--- config.mk ---
export PLATFORM = sky130hd
export DESIGN_NAME = breakpoint_address_match_table_flat
export DESIGN_NICKNAME = d
export VERILOG_FILES = /design/src/hdl/bamt_pkg.sv /design/src/hdl/bamt_if.sv /design/src/hdl/breakpoint_address_match_table.sv /design/src/flat_wrapper.sv
export SDC_FILE = /design/constraint.sdc
export NUM_CORES = 1
export LEC_CHECK = 0
export BUFFER_PORTS_ARGS = -buffer_cell sky130_fd_sc_hd__buf_4
export CORE_ASPECT_RATIO = 2
export CORE_MARGIN = 5
export CORE_UTILIZATION = 27
export CTS_BUF_LIST = sky130_fd_sc_hd__clkbuf_4 sky130_fd_sc_hd__clkbuf_8
export CTS_CLUSTER_SIZE = 10
export DETAILED_ROUTE_END_ITERATION = 10
export PLACE_DENSITY_LB_ADDON = 0.08
export SYNTH_ARGS = -nofsm -noshare
export SYNTH_HDL_FRONTEND = slang
export SYNTH_SLANG_ARGS = --single-unit
--- constraint.sdc ---
create_clock -name clk_i -period 9.4 [get_ports clk_i]
set_input_delay 0.94 -clock clk_i [delete_from_list [all_inputs] [get_ports clk_i]]
set_output_delay 0.94 -clock clk_i [all_outputs]
set_load 0.01 [all_outputs]
--- src/hdl/bamt_pkg.sv ---
// Shared constants and types for the breakpoint address match table.
package bamt_pkg;

  localparam int unsigned ENTRIES     = 16;
  localparam int unsigned OFFSET_BITS = 23;
  localparam int unsigned CNT_W       = $clog2(ENTRIES + 1);
  localparam int unsigned IDX_W       = (ENTRIES > 1) ? $clog2(ENTRIES) : 1;

  typedef logic [OFFSET_BITS-1:0] offset_t;
  typedef logic [CNT_W-1:0]       count_t;
  typedef logic [IDX_W-1:0]       index_t;

  typedef enum logic [1:0] {
    MODE_TEST   = 2'd0,
    MODE_ADD    = 2'd1,
    MODE_REMOVE = 2'd2,
    MODE_CLEAR  = 2'd3
  } mode_e;

endpackage

--- src/hdl/bamt_if.sv ---
// Valid/ready word channels for requests and results of the match table.
interface bamt_req_if import bamt_pkg::*; ();
  logic        valid;
  logic        ready;
  logic [1:0]  mode;
  offset_t     rom_offset;

  modport source (output valid, output mode, output rom_offset, input ready);
  modport sink   (input valid, input mode, input rom_offset, output ready);
endinterface

interface bamt_rsp_if import bamt_pkg::*; ();
  logic        valid;
  logic        ready;
  logic        ok;
  offset_t     matched_offset;
  count_t      entry_count;

  modport source (output valid, output ok, output matched_offset, output entry_count,
                  input ready);
  modport sink   (input valid, input ok, input matched_offset, input entry_count,
                  output ready);
endinterface

--- src/hdl/breakpoint_address_match_table.sv ---
// Breakpoint address match table: parallel-compare offset store with add, remove, test, clear.
// Result: the result word is registered when the request word is taken.
// Throughput: one request per cycle while the result word is taken; all entries are compared in parallel,
// and the result register frees itself in the same cycle its word is taken.
// Reset: asynchronous active low; empties the table and the result register.
// Table entries have no reset; only the first entry_count entries are ever compared or read.
module breakpoint_address_match_table import bamt_pkg::*; (
  input  logic       clk_i,
  input  logic       rst_ni,
  bamt_req_if.sink   req_i,
  bamt_rsp_if.source rsp_o
);

  offset_t            table_q [ENTRIES];
  count_t             count_q, count_d;
  logic               out_valid_q;
  logic               ok_q, ok_d;
  offset_t            match_q, match_d;
  count_t             cnt_out_q;
  logic [ENTRIES-1:0] hit_vec;
  logic               hit, accept, add_en, rem_en;
  mode_e              mode;
  offset_t            key, last_val;
  count_t             last_cnt;

  assign mode     = mode_e'(req_i.mode);
  assign key      = req_i.rom_offset;
  assign req_i.ready = !out_valid_q || rsp_o.ready;
  assign accept   = req_i.valid && req_i.ready;
  assign last_cnt = count_q - count_t'(1);
  assign last_val = table_q[last_cnt[IDX_W-1:0]];

  always_comb begin
    for (int i = 0; i < ENTRIES; i++) begin
      hit_vec[i] = (count_t'(i) < count_q) && (table_q[i] == key);
    end
  end

  assign hit = |hit_vec;

  always_comb begin
    count_d = count_q;
    ok_d    = 1'b0;
    match_d = '0;
    add_en  = 1'b0;
    rem_en  = 1'b0;
    case (mode)
      MODE_TEST: begin
        ok_d    = hit;
        match_d = hit ? key : '0;
      end
      MODE_ADD: begin
        if (!hit && (count_q < count_t'(ENTRIES))) begin
          add_en  = 1'b1;
          ok_d    = 1'b1;
          count_d = count_q + count_t'(1);
        end
      end
      MODE_REMOVE: begin
        if (hit) begin
          rem_en  = 1'b1;
          ok_d    = 1'b1;
          count_d = last_cnt;
        end
      end
      MODE_CLEAR: begin
        ok_d    = 1'b1;
        count_d = '0;
      end
      default: begin
        ok_d = 1'b0;
      end
    endcase
  end

  always_ff @(posedge clk_i) begin
    if (accept) begin
      for (int i = 0; i < ENTRIES; i++) begin
        if (add_en && (count_q[IDX_W-1:0] == index_t'(i))) begin
          table_q[i] <= key;
        end else if (rem_en && hit_vec[i]) begin
          table_q[i] <= last_val;
        end
      end
    end
  end

  always_ff @(posedge clk_i or negedge rst_ni) begin
    if (!rst_ni) begin
      count_q     <= '0;
      out_valid_q <= 1'b0;
    end else begin
      if (accept) begin
        count_q     <= count_d;
        out_valid_q <= 1'b1;
      end else if (rsp_o.ready) begin
        out_valid_q <= 1'b0;
      end
    end
  end

  always_ff @(posedge clk_i) begin
    if (accept) begin
      ok_q      <= ok_d;
      match_q   <= match_d;
      cnt_out_q <= count_d;
    end
  end

  assign rsp_o.valid          = out_valid_q;
  assign rsp_o.ok             = ok_q;
  assign rsp_o.matched_offset = match_q;
  assign rsp_o.entry_count    = cnt_out_q;

endmodule
--- src/flat_wrapper.sv ---
// flat-port wrapper written by rule: the top's interface ports become plain ports
module breakpoint_address_match_table_flat import bamt_pkg::*;
  (clk_i, rst_ni, req_i_valid, req_i_mode, req_i_rom_offset, req_i_ready, rsp_o_valid, rsp_o_ok, rsp_o_matched_offset, rsp_o_entry_count, rsp_o_ready);
  bamt_req_if req_i_i ();
  bamt_rsp_if rsp_o_i ();
  input  logic clk_i;
  input  logic rst_ni;
  input wire logic [$bits(req_i_i.valid)-1:0] req_i_valid;
  input wire logic [$bits(req_i_i.mode)-1:0] req_i_mode;
  input wire logic [$bits(req_i_i.rom_offset)-1:0] req_i_rom_offset;
  output wire logic [$bits(req_i_i.ready)-1:0] req_i_ready;
  output wire logic [$bits(rsp_o_i.valid)-1:0] rsp_o_valid;
  output wire logic [$bits(rsp_o_i.ok)-1:0] rsp_o_ok;
  output wire logic [$bits(rsp_o_i.matched_offset)-1:0] rsp_o_matched_offset;
  output wire logic [$bits(rsp_o_i.entry_count)-1:0] rsp_o_entry_count;
  input wire logic [$bits(rsp_o_i.ready)-1:0] rsp_o_ready;
  assign req_i_i.valid = req_i_valid;
  assign req_i_i.mode = req_i_mode;
  assign req_i_i.rom_offset = req_i_rom_offset;
  assign req_i_ready = req_i_i.ready;
  assign rsp_o_valid = rsp_o_i.valid;
  assign rsp_o_ok = rsp_o_i.ok;
  assign rsp_o_matched_offset = rsp_o_i.matched_offset;
  assign rsp_o_entry_count = rsp_o_i.entry_count;
  assign rsp_o_i.ready = rsp_o_ready;
  breakpoint_address_match_table u_core (.clk_i(clk_i), .rst_ni(rst_ni), .req_i(req_i_i), .rsp_o(rsp_o_i));
endmodule
==> results.md <==
* Status: finished clean
* Number of global-route vias before repair at between 15,000 and 20,000
* IO buf count at 59
* Post-synth EDFFs at 397
* Post-Syn Instances at 1,811
* Crit-path max cell delay at around 0.91 ns
* Worst-path fanout max at 70
* Yosys warnings at 0
* Hold Crit Class: primary input to register
* Post-Synthesis Cell Area at 0.0253 mm²
* Worst slack at placement at about 3.3 ns
* Clock latency at the later pin of the worst-skew pair at about 0.77 ns
* Mapped Avg Cell Area at approximately 14 µm²
* Startpoint types: register
* Top delay family on crit path: simple AND/OR/NAND/NOR gates
* Leakage at 8.87 nW
* TritonCTS clock tree: yes
* Number of fill cells at ~9,300
* I/O pins at 60
* Via count at around 17,000
* Number of synthesized register bits at between 400 and 500
* P_int at around 3.3 mW
* Worst ir drop on vdd at 100 µV
* CP cell instances: buf_12 > nor2_1 > o21ai_0 > nand2_1 > or4_1 > and4_1 > nand4_2 > nand2_4 > or3_2 > a21bo_2
* Routability Congestion at 0.985
* Clock Power Share at 34.2%
* Sw Share at 36.0%
* Unrepaired setup endpoints after global routing: false
* Synth Flop Type: edfxtp_1
* Clk sinks at 403
* DRC viols at 0
* Final hold violation count at 0
* GRT Overall Usage at between 20% and 30%
* CTS max path bufs at 3
* Starting Density at a little over a quarter
* Die Width at ~230 µm
* Internal reg-to-reg setup slack at between 3 and 4 ns
* Final setup TNS at 0 ns
* Sequential Power Share at roughly two fifths
* Share of layout cells above drive strength 1 at around two fifths
* CP max stage cell: dfrtp_4
* Via density at 5.44
* Syn-to-layout area delta at 11.2%
* Relative slew slack at between 10% and 20%
* Syn_nets at approximately 1,800
* Antenna Nets Post-Route at 0
* Combinational fraction of design power at a little over a quarter
* Bufs and invs on worst path at 1
* Final nets at ~1,800
* Setup violators final at 0
* Crit path capture type: register
* Initial antenna violation count at 8
* Area of the multi-input gates at roughly 0.012 mm²
* Total Wirelength at 132 mm
* Final core utilization at a little under a third
* Pin count of the biggest net entering global routing at about 70
* Final Cycle Share at 64.1%
* Clock-pin transition on the worst setup and hold timing paths at 0.07 ns
* Total die area at roughly 0.1 mm²
* Post-synth ARST share at approximately 1.5%
* Max Freq at around 0.17 GHz
* Max-slew violations at 0
* WL/cell at 43.2 µm
* Row cnt at between 150 and 200
* Core area at 0.0929 mm²
* Register area share after synthesis at a little under half
* CTS buffer count at 72
* NetSw at around 1.8 mW
* Fin Hold WS at approximately 0.37 ns
* Pwr dens at approximately 180 mW/mm²
* Max_cap viols at 0
* Final WS setup at ~3.4 ns
* First drt pass iteration count at 5
* Crit path DAT at 6.40 ns
* Req. time, crit path at between 9 and 10 ns
* H-Tree Depth at 3
* Sequential Area at about 0.012 mm²
* Cell variety after synth at 64
* DRT iter0 DRCs at between 1,000 and 1,500
* Worst-Margin Slew at 1.32 ns
* Chip height at between 400 and 500 µm
* First-pass GRT wire length at approximately 170 mm
* Clock Skews at slightly above 0.04 ns
* Clock period minus worst slack at 6.03 ns
* Root Driver: clkbuf_8
* WS Path Type: register to register
* Final Power at approximately 5.1 mW
* Final HPWL DP at ~95 mm
* Grt total ovfl at 0
-- state kept, by name (all words and copies together) (netlist names) --
register / cells
u_core.rsp_o.valid: 1
u_core.table_q: 368
u_core.count_q: 5
u_core.rsp_o.ok: 1
u_core.rsp_o.entry_count: 5
u_core.rsp_o.matched_offset: 23
-- cell usage after synthesis, types with 3 or more instances --
library cell / instances / area (µm²)
a21bo_2: 5 / 50.1
a21o_1: 6 / 45.0
a21oi_1: 11 / 55.1
a2bb2oi_1: 3 / 26.3
a31oi_1: 8 / 50.1
and2_1: 24 / 150
and3_1: 5 / 31.3
and4_1: 7 / 61.3
and4b_1: 3 / 30.0
buf_1: 13 / 48.8
buf_2: 77 / 385
buf_4: 16 / 120
buf_6: 6 / 67.6
clkbuf_1: 83 / 312
dfrtp_1: 6 / 150
edfxtp_1: 397 / 11900
ha_1: 5 / 62.6
inv_1: 3 / 11.3
mux2_1: 27 / 304
mux2_2: 322 / 3630
mux2_4: 19 / 285
mux4_2: 115 / 2590
nand2_1: 30 / 113
nand2b_1: 4 / 25.0
nand3_1: 20 / 100
nand4_1: 74 / 463
nand4b_1: 3 / 26.3
nor2_1: 33 / 124
nor2b_1: 3 / 18.8
nor3_1: 15 / 75.1
nor3b_1: 3 / 22.5
nor4_1: 38 / 238
nor4b_1: 3 / 26.3
o21ai_0: 5 / 25.0
or2_2: 4 / 25.0
or3_1: 8 / 50.1
or4_1: 5 / 37.5
xnor2_1: 236 / 2070
xor2_1: 134 / 1170
-- layout by cell type, fill, tap and decap left out, drive strengths merged, types with 31 or more instances in the layout --
master / synthesis / layout
edfxtp: 397 / 397
mux2: 368 / 368
xnor2: 236 / 236
xor2: 134 / 134
mux4: 115 / 115
buf: 112 / 102
clkbuf: 83 / 97
nand4: 76 / 76
nor4: 39 / 39
nor2: 34 / 34
nand2: 31 / 31
-- per-stage QoR --
stage                     cells  instance area [µm²]
after floorplan            1811                25300
after global placement     2918                26700
after detailed placement   2918                26700
after CTS                  3048                28100
after global routing       3050                28100
final                      3057                28100
-- worst paths after layout --
check	start	end	cells after the start
min	req_i_valid	u_core.rsp_o.valid	2
max in group asynchronous	rst_ni	u_core.count_q[0]	2
max	u_core.count_q[0]	u_core.table_q[12][5]	10
min reg2reg	u_core.rsp_o.valid	u_core.rsp_o.valid	2
max reg2reg	u_core.count_q[0]	u_core.table_q[12][5]	10
min in group asynchronous	rst_ni	u_core.count_q[2]	2
-- power by group through the flow --
stage	Sequential, mW	Clock (mW)	Combinational [mW]
after detailed placement	2.05	0	1.36
after floorplan	2.04	0	0.785
after global placement	2.05	0	1.37
final	2.01	1.75	1.37
after CTS	2.01	1.81	1.37
after global routing	2.01	1.87	1.40
-- logic make-up (layout without fill, tap and decap cells) --
kind of cell	after synthesis	after routing	synth area share, %
buffers and inverters	201	238	3.78
AO/OA/AOI/OAI	53	53	1.54
XOR/XNOR	370	370	12.8
AND/OR/NAND/NOR	294	294	6.93
other	0	9	0
adder cells (fa/ha/maj)	5	5	0.247
flip-flops	403	403	47.7
multiplexers	485	485	27.0
-- area by class of cell --
cell class,instances,share of cell area [%]
Tap cell,1200,5.34
Clock inverter,32,0.756
Timing Repair Buffer,103,2.80
Sequential cell,403,42.9
Multi-Input combinational cell,1207,43.8
Clock buffer,97,4.21
Antenna cell,9,0.0800
Inverter,6,0.0800
-- per-layer routing --
layer	vias up	share of wire (%)	track usage, %
met5	-	0.0091	0
met4	2	8.8	19.3
met3	228	3.4	3.65
met2	549	54	47.4
met1	9002	34	26.4
li1	6847	-	-
-- what timing repair did --
item                                   4_1_cts  5_1_grt
hold buffers                                 1        0
endpoints found under the hold margin        6        0
gates resized for setup                      0        0
buffers inserted                             0        0
No activity file was read; power rests on OpenSTA's default activity.
